==> src/rtl/acp_pkg.sv <==
// Shared types, widths and codes for the box collision and push-out block.
// No dependencies; imported by acp_table, acp_geom and the top level.
`default_nettype none

package acp_pkg;

  // Field widths
  localparam int W_COORD      = 16;
  localparam int W_EXT        = 18;  // coordinate plus size, with headroom for sign
  localparam int W_SIZE       = 12;
  localparam int W_TAG        = 3;
  localparam int W_SLOT       = 5;
  localparam int W_DIR        = 3;
  localparam int W_PAIRS      = 64;
  localparam int W_TRIG_CNT   = 6;
  localparam int MAX_TRIGGERS = 32;

  // Input function codes
  localparam logic FUNC_LOAD    = 1'b0;
  localparam logic FUNC_RESOLVE = 1'b1;

  // Result kinds
  localparam logic KIND_TRIGGER = 1'b0;
  localparam logic KIND_FINAL   = 1'b1;

  // Configuration register indexes
  localparam logic REG_PHYSICS = 1'b0;
  localparam logic REG_TRIGGER = 1'b1;

  // Push directions
  localparam logic [W_DIR-1:0] DIR_NONE  = 3'd0;
  localparam logic [W_DIR-1:0] DIR_LEFT  = 3'd1;
  localparam logic [W_DIR-1:0] DIR_RIGHT = 3'd2;
  localparam logic [W_DIR-1:0] DIR_UP    = 3'd3;
  localparam logic [W_DIR-1:0] DIR_DOWN  = 3'd4;

  // One box: position, size and tag
  typedef struct packed {
    logic signed [W_COORD-1:0] x;
    logic signed [W_COORD-1:0] y;
    logic [W_SIZE-1:0]         w;
    logic [W_SIZE-1:0]         h;
    logic [W_TAG-1:0]          tag;
  } box_t;

  // Geometry unit results: hit is valid in the test step,
  // the push fields in the push step
  typedef struct packed {
    logic                      hit;
    logic signed [W_COORD-1:0] new_x;
    logic signed [W_COORD-1:0] new_y;
    logic [W_DIR-1:0]          dir;
  } geom_res_t;

endpackage

`default_nettype wire

==> src/rtl/acp_table.sv <==
// Static box table: box data in a memory with registered read,
// valid bits in flip-flops cleared by reset. Uses acp_pkg.
`default_nettype none

module acp_table #(
  parameter int DEPTH = 32,
  parameter int IDX_W = 5
) (
  input  wire logic           clk,
  input  wire logic           rst,
  input  wire logic           wr_en,
  input  wire logic           wr_store,
  input  wire logic [IDX_W-1:0] wr_addr,
  input  wire acp_pkg::box_t  wr_box,
  input  wire logic           rd_en,
  input  wire logic [IDX_W-1:0] rd_addr,
  output acp_pkg::box_t       rd_box,
  output logic                rd_valid
);
  import acp_pkg::*;

  box_t             mem [DEPTH];
  logic [DEPTH-1:0] valid_bits;

  // Box data memory; a removal only clears the valid bit
  always_ff @(posedge clk) begin
    if (wr_en && wr_store) begin
      mem[wr_addr] <= wr_box;
    end
    if (rd_en) begin
      rd_box <= mem[rd_addr];
    end
  end

  // Valid bits
  always_ff @(posedge clk) begin
    if (rst) begin
      valid_bits <= '0;
    end else if (wr_en) begin
      valid_bits[wr_addr] <= wr_store;
    end
  end

  always_ff @(posedge clk) begin
    if (rd_en) begin
      rd_valid <= valid_bits[rd_addr];
    end
  end

endmodule

`default_nettype wire

==> src/rtl/acp_geom.sv <==
// Shared geometry unit: strict overlap test and penetration depths in the
// test step, least-depth push-out with saturation in the push step. Uses acp_pkg.
`default_nettype none

module acp_geom (
  input  wire logic          clk,
  input  wire logic          capture,
  input  wire acp_pkg::box_t mov,
  input  wire acp_pkg::box_t stat,
  output acp_pkg::geom_res_t res
);
  import acp_pkg::*;

  localparam logic signed [W_EXT-1:0] SAT_HI = 18'sd32767;
  localparam logic signed [W_EXT-1:0] SAT_LO = -18'sd32768;

  logic signed [W_EXT-1:0] mx, my, mw, mh, mr, mb;
  logic signed [W_EXT-1:0] sx, sy, sw, sh, sr, sb;
  logic signed [W_EXT-1:0] depth [4];
  logic signed [W_EXT-1:0] cand [4];

  function automatic logic signed [W_COORD-1:0] sat16(input logic signed [W_EXT-1:0] v);
    logic signed [W_COORD-1:0] r;
    if (v > SAT_HI) begin
      r = SAT_HI[W_COORD-1:0];
    end else if (v < SAT_LO) begin
      r = SAT_LO[W_COORD-1:0];
    end else begin
      r = v[W_COORD-1:0];
    end
    return r;
  endfunction

  // Edges of both boxes
  always_comb begin
    mx = W_EXT'(mov.x);
    my = W_EXT'(mov.y);
    mw = W_EXT'(mov.w);
    mh = W_EXT'(mov.h);
    sx = W_EXT'(stat.x);
    sy = W_EXT'(stat.y);
    sw = W_EXT'(stat.w);
    sh = W_EXT'(stat.h);
    mr = mx + mw;
    mb = my + mh;
    sr = sx + sw;
    sb = sy + sh;
  end

  // Depths and candidate positions for the push step
  always_ff @(posedge clk) begin
    if (capture) begin
      depth[0] <= mr - sx;
      depth[1] <= sr - mx;
      depth[2] <= mb - sy;
      depth[3] <= sb - my;
      cand[0]  <= sx - mw;
      cand[1]  <= sr;
      cand[2]  <= sy - mh;
      cand[3]  <= sb;
    end
  end

  // Strict overlap; least depth, first wins on ties, then saturated push
  always_comb begin
    logic [1:0]              best;
    logic signed [W_EXT-1:0] bd;
    res.hit = !((sx >= mr) || (sr <= mx) || (sy >= mb) || (sb <= my));
    best = 2'd0;
    bd   = depth[0];
    if (depth[1] < bd) begin
      best = 2'd1;
      bd   = depth[1];
    end
    if (depth[2] < bd) begin
      best = 2'd2;
      bd   = depth[2];
    end
    if (depth[3] < bd) begin
      best = 2'd3;
    end
    res.new_x = mov.x;
    res.new_y = mov.y;
    case (best)
      2'd0: begin
        res.new_x = sat16(cand[0]);
        res.dir   = DIR_LEFT;
      end
      2'd1: begin
        res.new_x = sat16(cand[1]);
        res.dir   = DIR_RIGHT;
      end
      2'd2: begin
        res.new_y = sat16(cand[2]);
        res.dir   = DIR_UP;
      end
      default: begin
        res.new_y = sat16(cand[3]);
        res.dir   = DIR_DOWN;
      end
    endcase
  end

endmodule

`default_nettype wire

==> src/rtl/aabb_collide_and_push_out.sv <==
// Box collision and push-out: top level with the walk sequencer.
// Instantiates acp_table and acp_geom; uses acp_pkg.
//
// A load transfer writes or removes one static box and gives no result. A
// resolve transfer walks all NUM_STATICS table slots in order; each slot has a
// registered table read, then the overlap test in the shared geometry unit,
// plus a push-out step and a trigger event step where they apply, and the
// final result follows the walk. Trigger events and the final result wait
// while the output stalls.
// The walk is serial because each push moves the box used by the next test.
// in_ready is high only while no resolve is running; a waiting result does not
// block the next transfer. Reset clears the valid bits at once.
`default_nettype none

module aabb_collide_and_push_out #(
  parameter int NUM_STATICS = 32,
  parameter int NUM_TAGS    = 8
) (
  input  wire logic              clk,
  input  wire logic              rst,
  // configuration
  input  wire logic              cfg_we,
  input  wire logic              cfg_index,
  input  wire logic [63:0]       cfg_data,
  // input channel
  input  wire logic              in_valid,
  output logic                   in_ready,
  input  wire logic              func,
  input  wire logic [4:0]        slot,
  input  wire logic signed [15:0] pos_x,
  input  wire logic signed [15:0] pos_y,
  input  wire logic [11:0]       width,
  input  wire logic [11:0]       height,
  input  wire logic [2:0]        tag,
  input  wire logic              entry_valid,
  // output channel
  output logic                   out_valid,
  input  wire logic              out_ready,
  output logic                   kind,
  output logic [4:0]             hit_slot,
  output logic signed [15:0]     out_x,
  output logic signed [15:0]     out_y,
  output logic [2:0]             direction,
  output logic                   last
);
  import acp_pkg::*;

  localparam int IDX_W = (NUM_STATICS > 1) ? $clog2(NUM_STATICS) : 1;
  localparam logic [IDX_W-1:0] LAST_IDX = IDX_W'(NUM_STATICS - 1);

  typedef enum logic [5:0] {
    S_IDLE  = 6'b000001,
    S_READ  = 6'b000010,
    S_TEST  = 6'b000100,
    S_PUSH  = 6'b001000,
    S_EMIT  = 6'b010000,
    S_FINAL = 6'b100000
  } state_t;

  state_t               state;
  logic [IDX_W-1:0]     idx;
  box_t                 mov;
  logic [W_DIR-1:0]     dir;
  logic [W_TRIG_CNT-1:0] trig_cnt;
  logic                 do_trig;
  logic [W_PAIRS-1:0]   physics_pairs;
  logic [W_PAIRS-1:0]   trigger_pairs;

  logic      in_xfer, out_free, out_load, idx_last;
  logic      wr_en;
  box_t      in_box, rd_box;
  logic      rd_valid;
  geom_res_t geom;
  logic      tags_ok, hit, phys_on, trig_on;
  logic [5:0] pair_idx;

  assign in_ready = (state == S_IDLE) && !rst;
  assign in_xfer  = in_valid && in_ready;
  assign out_free = !out_valid || out_ready;
  assign idx_last = (idx == LAST_IDX);

  // Output register loads from the emit and final steps
  assign out_load = out_free && ((state == S_EMIT) || (state == S_FINAL));

  assign in_box.x   = pos_x;
  assign in_box.y   = pos_y;
  assign in_box.w   = width;
  assign in_box.h   = height;
  assign in_box.tag = tag;

  // Loads beyond the table are dropped
  assign wr_en = in_xfer && (func == FUNC_LOAD) && (int'(slot) < NUM_STATICS);

  acp_table #(
    .DEPTH (NUM_STATICS),
    .IDX_W (IDX_W)
  ) u_table (
    .clk      (clk),
    .rst      (rst),
    .wr_en    (wr_en),
    .wr_store (entry_valid),
    .wr_addr  (IDX_W'(slot)),
    .wr_box   (in_box),
    .rd_en    (state == S_READ),
    .rd_addr  (idx),
    .rd_box   (rd_box),
    .rd_valid (rd_valid)
  );

  acp_geom u_geom (
    .clk     (clk),
    .capture (state == S_TEST),
    .mov     (mov),
    .stat    (rd_box),
    .res     (geom)
  );

  // Tag pair lookup for the slot under test
  always_comb begin
    pair_idx = {mov.tag, rd_box.tag};
    tags_ok  = (int'(mov.tag) < NUM_TAGS) && (int'(rd_box.tag) < NUM_TAGS);
    hit      = rd_valid && geom.hit;
    phys_on  = tags_ok && physics_pairs[pair_idx];
    trig_on  = tags_ok && trigger_pairs[pair_idx] &&
               (trig_cnt < W_TRIG_CNT'(MAX_TRIGGERS));
  end

  // Sequencer, configuration and output register
  always_ff @(posedge clk) begin
    if (rst) begin
      state         <= S_IDLE;
      out_valid     <= 1'b0;
      physics_pairs <= '0;
      trigger_pairs <= '0;
    end else begin
      if (cfg_we) begin
        case (cfg_index)
          REG_PHYSICS: physics_pairs <= cfg_data;
          REG_TRIGGER: trigger_pairs <= cfg_data;
          default: ;
        endcase
      end

      if (out_load) begin
        out_valid <= 1'b1;
      end else if (out_ready) begin
        out_valid <= 1'b0;
      end

      case (state)
        S_IDLE: begin
          if (in_xfer && (func == FUNC_RESOLVE)) begin
            mov      <= in_box;
            dir      <= DIR_NONE;
            trig_cnt <= '0;
            idx      <= '0;
            state    <= S_READ;
          end
        end
        S_READ: begin
          state <= S_TEST;
        end
        S_TEST: begin
          do_trig <= trig_on;
          if (hit && phys_on) begin
            state <= S_PUSH;
          end else if (hit && trig_on) begin
            state <= S_EMIT;
          end else if (idx_last) begin
            state <= S_FINAL;
          end else begin
            idx   <= idx + 1'b1;
            state <= S_READ;
          end
        end
        S_PUSH: begin
          mov.x <= geom.new_x;
          mov.y <= geom.new_y;
          dir   <= geom.dir;
          if (do_trig) begin
            state <= S_EMIT;
          end else if (idx_last) begin
            state <= S_FINAL;
          end else begin
            idx   <= idx + 1'b1;
            state <= S_READ;
          end
        end
        S_EMIT: begin
          if (out_free) begin
            kind      <= KIND_TRIGGER;
            hit_slot  <= W_SLOT'(idx);
            out_x     <= mov.x;
            out_y     <= mov.y;
            direction <= dir;
            last      <= 1'b0;
            trig_cnt  <= trig_cnt + 1'b1;
            if (idx_last) begin
              state <= S_FINAL;
            end else begin
              idx   <= idx + 1'b1;
              state <= S_READ;
            end
          end
        end
        S_FINAL: begin
          if (out_free) begin
            kind      <= KIND_FINAL;
            hit_slot  <= '0;
            out_x     <= mov.x;
            out_y     <= mov.y;
            direction <= dir;
            last      <= 1'b1;
            state     <= S_IDLE;
          end
        end
        default: begin
          state <= S_IDLE;
        end
      endcase
    end
  end

endmodule

`default_nettype wire

==> config.mk <==
export PLATFORM = sky130hd
export DESIGN_NAME = aabb_collide_and_push_out
export DESIGN_NICKNAME = d
export VERILOG_FILES = /design/src/rtl/acp_pkg.sv /design/src/rtl/acp_table.sv /design/src/rtl/acp_geom.sv /design/src/rtl/aabb_collide_and_push_out.sv
export SDC_FILE = /design/constraint.sdc
export NUM_CORES = 2
export LEC_CHECK = 0
export CORE_MARGIN = 1
export CORE_UTILIZATION = 50
export DETAILED_ROUTE_END_ITERATION = 10
export DONT_BUFFER_PORTS = 1
export PLACE_DENSITY = 0.65
export RECOVER_POWER = 50
export SLEW_MARGIN = 5
export SYNTH_ARGS = -nofsm -noshare
export SYNTH_HDL_FRONTEND = slang
export SYNTH_SLANG_ARGS = --single-unit
==> constraint.sdc <==
create_clock -name clk -period 10.9 [get_ports clk]
set_clock_uncertainty 0.1 [all_clocks]
set_input_delay 2.18 -clock clk [delete_from_list [all_inputs] [get_ports clk]]
set_output_delay 2.18 -clock clk [all_outputs]
set_load 0.005 [all_outputs]
======== Word level (Yosys, flattened, before mapping) ========
Memories as Yosys holds them, arrays and structs flattened. A register that Yosys moved wholly into a read port is not among the register bits.
Cells that the tools add are included.
cells by class
  bitwise operators ....................... 3
  equal/unequal tests ..................... 17
  add/sub/neg operators ................... 12
  divide/modulo/power cells ............... 0
  shifts and indexed selects .............. 0
  muxes and demuxes ....................... 59
  reductions and logical operators ........ 39
  magnitude comparators ................... 20
  multiply operators ...................... 0
operators by type and width
  operator                                                         number
  two-way mux 16 bit                                               8
  greater-than comparator 18 x 16 -> 1 bit, second input constant  4
  less-than comparator 18 x 16 -> 1 bit, second input constant     4
  subtractor 17 x 16 -> 18 bit                                     4
  adder 16 x 13 -> 17 bit                                          4
  case mux 16 bit (2 select lines)                                 2
  case mux 32 bit (2 select lines)                                 1
  two-way mux 59 bit                                               1
  less-than comparator 18 bit                                      3
  two-way mux 6 bit                                                9
  two-way mux 5 bit                                                8
  two-way mux 18 bit                                               2
  case mux 6 bit (6 select lines)                                  1
  >= comparator 16 x 17 -> 1 bit                                   2
  less-or-equal comparator 17 x 16 -> 1 bit                        2
  subtractor 16 x 13 -> 17 bit                                     2
  bitwise mux 32 bit                                               1
  case mux 5 bit (4 select lines)                                  1
  AND reduction 4 bit                                              4
  two-way mux 1 bit                                                13
  binary-select mux 1 bit (select 6 bit)                           2
  less-than comparator 5 x 6 -> 1 bit, second input constant       2
  inequality test 2 bit, second input constant                     6
  case mux 6 bit (2 select lines)                                  1
  other kinds (35)                                                 63
storage, ports and cells
  memory bits (writable) .................. 2032
  bits in registers ....................... 283
  bits in latches ......................... 0
  memories ................................ 3
  output and inout bits ................... 44
  ROM bits ................................ 0
  input bits .............................. 136
  logic and storage cells ................. 173
memory list
  name          depth  bits a word  read ports  clocked after memory_dff  wr ports  RTL line         source
  u_table.mem   32     59           1           1                         1         acp_table.sv:22  box_t mem [DEPTH];
  u_geom.cand   4      18           4           0                         4         acp_geom.sv:20   logic signed [W_EXT-1:0] cand [4];
  u_geom.depth  4      18           4           0                         4         acp_geom.sv:19   logic signed [W_EXT-1:0] depth [4];

======== Logic depth before layout (Yosys ltp) ========
  word-level depth ........................ 11
  gate-level depth with buffers ........... 35
  depth with buffers taken out ............ 32

======== Hierarchy ========
From an unflattened synthesis, not the netlist that was laid out.
second synthesis, totals
  cell total of the unflattened synthesis .. 6821
  area, all modules ....................... 100537.7 um2
by module, submodules not included
  module                     cells an instance  sequential area each (um2)  area an instance (um2)  times used
  acp_table                  4314               59136.7                     76736.1                 1
  acp_geom                   1593               4204.0                      13798.2                 1
  aabb_collide_and_push_out  914                6155.9                      10003.3                 1

======== Worst setup path before layout ========
Ideal clock, no wire load.
  kind .................................... flip-flop to flip-flop
  start ................................... register state[5]
  end ..................................... register state[1]
  path buffers ............................ 0
  data arrival time ....................... 8640 ps
  cell stages (with the launch flop) ...... 9
  path slack .............................. 2067 ps
  required time ........................... 10707 ps
  cell sequence ........................... dfxtp_1 -> or4_1 -> nor3b_2 -> nor3_1 -> mux2i_1 -> a21oi_1 -> nor2_1 -> nand3_1 -> o21ai_1
between the ends
  longest elaborated chain between the ends .. 6
  elaborated cells on any way between the ends .. 14
  those cells by class .................... 9 x eq/ne; 1 x mux; 4 x reduce/logical
ends and longest elaborated chain
  item                                      RTL line                                                           source
  start, declared                           aabb_collide_and_push_out.sv:60                                    state_t state;
  start signal, assigned                    aabb_collide_and_push_out.sv:131                                   state <= S_IDLE;
  start signal, assigned                    aabb_collide_and_push_out.sv:157                                   state <= S_READ;
  start signal, assigned                    aabb_collide_and_push_out.sv:161                                   state <= S_TEST;
  equality test 6 x 1 -> 1 bit              aabb_collide_and_push_out.sv:77, aabb_collide_and_push_out.sv:150
  logical AND 1 bit                         aabb_collide_and_push_out.sv:77                                    assign in_ready = (state == S_IDLE) && !rst;
  logical AND 1 bit                         aabb_collide_and_push_out.sv:78                                    assign in_xfer = in_valid && in_ready;
  logical AND 1 bit                         aabb_collide_and_push_out.sv:152                                   if (in_xfer && (func == FUNC_RESOLVE)) begin
  inequality test 2 x 1 -> 1 bit (no line)  -
  AND reduction 3 bit (no line)             -
Several ways; a longest one is shown, not always the timed one.
A chain may end at the register's enable or synchronous reset.

==> metrics.csv <==
metric,value,unit
worstPathBufferInverterCount,2,
synth-edff-count,2203,
ctsHoldBuffers,0,
hold_viol,0,
setup_viol,0,
cp.arrival,10.61,ns
drt_iter0_drc,6339,
grt_overflow,0,
portBuffers,0,
ys_ff_latch,2370,
crit_type,reg2reg,
finalCritPeriodShare,91.5,%
drive_gt1_share,21.4,%
first_global_vias,50200,
max_freq,100,MHz
ioPinCount,180,
drc,0,
power.leakage,35.4,nW
status,"complete, but fails checks",
synth_cell_type_count,70,
antenna_found_initial,6,
syn_inst,5266,
drt_pass1_iterations,5,
routedWlPerCell,32.2,µm
crit_path_top_delay_cell,a21oi_1,
synth_top_cell_by_area,edfxtp_1,
vias,51100,
ant_nets,0,
core,193000,µm²
num-nets-final,5694,
ctsResizeCount,0,
end_kind,register,
slew_violations,308,
dpl.hpwl,149,mm
clk_pin_slew_worst_paths,0.06,ns
seq_area_frac_synth,71.1,%
relSlewSlack,-190,%
routed_wl,260,mm
synth.top_cells.by_count,"edfxtp_1, mux4_2, nand2_1",
grt_pass1_wl,369,mm
cpPeakStageDelay,1.01,ns
max_slew.worst_pin.slew,4.35,ns
violations,"capacitance limit, slew limit",
cp_common_cell,ha_1,
clock_sinks,2370,
synth.area.top_cells,"edfxtp_1, mux4_2, dfxtp_1, ha_1, a21oi_1",
rsz0062_at_grt,false,
place.gp.congestion,0.911,
critPathMaxFanout,21,
grt_usage,26.4,%
power.density,170,nW/µm²
die_h,444,µm
clk_latency,0.87,ns
required,11.54,ns
postCtsSetupBuffers,0,
nFillCells,14600,
die_w,444,µm
yosysWarnings,0,
pre_cts_ws,1.19,ns
clock_path_buffers,3,
syn_area,97700,µm²
root_buffer,clkbuf_16,
via_per_inst,6.33,
syn_area_per_cell,18.6,µm²
cap_violations,6,
cts_made_buffers,232,
htree_levels,4,
rows,161,
area_delta_synth_final,10.9,%
die-area,197000,µm²
hp-class,reg2reg,
grt_max_degree,172,
cp_top_family,compound AO/OA/AOI/OAI gates,
layout_min_cycle_time,9.97,ns
synth_top_area_share,67.7,%
yosysMostFrequentCell,edfxtp_1,
cp-start-kind,register,
register_area,69500,µm²
ir_drop,0.000174,V
start_util,50.5,%
synth-main-ff-cell,edfxtp_1,
setup_ws,0.931,ns
multi_input_area,26500,µm²
cts_tree,built,
synth-async-reset-ratio,0,%
tns,0,ns
synth_nets,5609,
## worst register-to-register path, delay by kind of cell, from the launching register on
kind	cells	cell delay, ns
adders and majority gates	4	1.19
buffers and inverters	2	0.41
xor gates and xnor gates	1	0.49
DFF	1	0.40
AOI/OAI and AO/OA	14	5.14
and+or+nand+nor	8	1.37
muxes	2	0.75
## where the power goes
part	switching [W]	total [W]	internal [W]
clock	0.00346	0.00806	0.00461
combinational	0.000210	0.000363	0.000153
sequential	0.0000267	0.00999	0.00996
total	0.00369	0.0184	0.0147
## per-stage QoR
step / power, W / utilization [%] / instance area (µm²) / hold WS, ns / std cells
floorplan: 0.0104 / - / 97700 / 0.300 / 5266
global placement: 0.0105 / 52.1 / 101000 / 0.334 / 7643
detailed placement: 0.0105 / 52.1 / 101000 / 0.340 / 7643
CTS: 0.0185 / 56.1 / 108000 / 0.349 / 8075
global route: 0.0189 / 56.0 / 108000 / 0.364 / 8076
finish: 0.0184 / 56.0 / 108000 / 0.351 / 8079
## worst paths after layout
path	slack [ns]	cells after the start	endpoint	from
setup reg to reg	0.93	31	mov[36]$_DFFE_PP_	u_geom.depth[1][9]$_DFFE_PP_
hold reg to reg	0.35	2	physics_pairs[19]$_SDFFE_PP0P_	physics_pairs[19]$_SDFFE_PP0P_
setup / recovery	0.93	31	mov[36]$_DFFE_PP_	u_geom.depth[1][9]$_DFFE_PP_
hold / removal	0.35	2	physics_pairs[19]$_SDFFE_PP0P_	physics_pairs[19]$_SDFFE_PP0P_
## cell usage in the layout, fill, tap and decap left out, types with 15 or more instances in the layout
| master | n |
|---|---|
| edfxtp_1 | 2203 |
| mux4_2 | 640 |
| nand2_1 | 369 |
| a21oi_1 | 287 |
| clkbuf_16 | 235 |
| ha_1 | 197 |
| inv_1 | 183 |
| dfxtp_1 | 167 |
| o21ai_0 | 148 |
| xnor2_1 | 111 |
| nor2_1 | 107 |
| mux2_2 | 78 |
| a21o_1 | 62 |
| buf_4 | 61 |
| nor3_1 | 51 |
| clkbuf_1 | 49 |
| clkinv_1 | 47 |
| clkinv_2 | 46 |
| nand3_1 | 44 |
| nor2b_1 | 37 |
| inv_4 | 32 |
| xor2_1 | 27 |
| bufinv_16 | 27 |
| mux2i_1 | 24 |
| a31oi_1 | 21 |
| nand4_1 | 16 |
| o21bai_1 | 15 |
| nand2b_1 | 15 |
| and3_1 | 15 |
## layout make-up
| type | instances | area share [%] |
|---|---|---|
| well taps | 2526 | 2.92 |
| clock buffers | 281 | 5.60 |
| diodes | 4 | 0.00924 |
| multi-input cells | 2456 | 24.5 |
| inverters | 216 | 0.822 |
| repair buffers | 75 | 0.591 |
| clock inverters | 151 | 1.45 |
| flip-flops and latches | 2370 | 64.1 |
## per-layer routing
metal	track usage (%)	up-vias	part of all wire, %
li1	-	21300	-
met1	37.4	27100	41
met2	42.3	2325	48
met3	4.68	355	8.1
met4	7.55	2	2.7
met5	0	-	0.0046
## flip-flops by register name (all words and copies together) (netlist names), 5 cells and up
signal              cells
u_table.rd_box         59
state                   6
out_x                  16
physics_pairs          64
u_table.valid_bits     32
u_geom.cand            68
hit_slot                5
out_y                  16
trigger_pairs          64
mov                    59
idx                     5
trig_cnt                6
u_table.mem          1888
u_geom.depth           72
## cell families after synthesis
logic type	count (synthesis)	share of synthesized area, %
AOI/OAI and AO/OA	635	3.83
and+or+nand+nor	733	3.40
xor gates and xnor gates	139	1.27
DFF	2370	71.1
buffers and inverters	440	1.73
muxes	742	15.9
adders and majority gates	207	2.73
No activity file was read; power rests on OpenSTA's default activity.
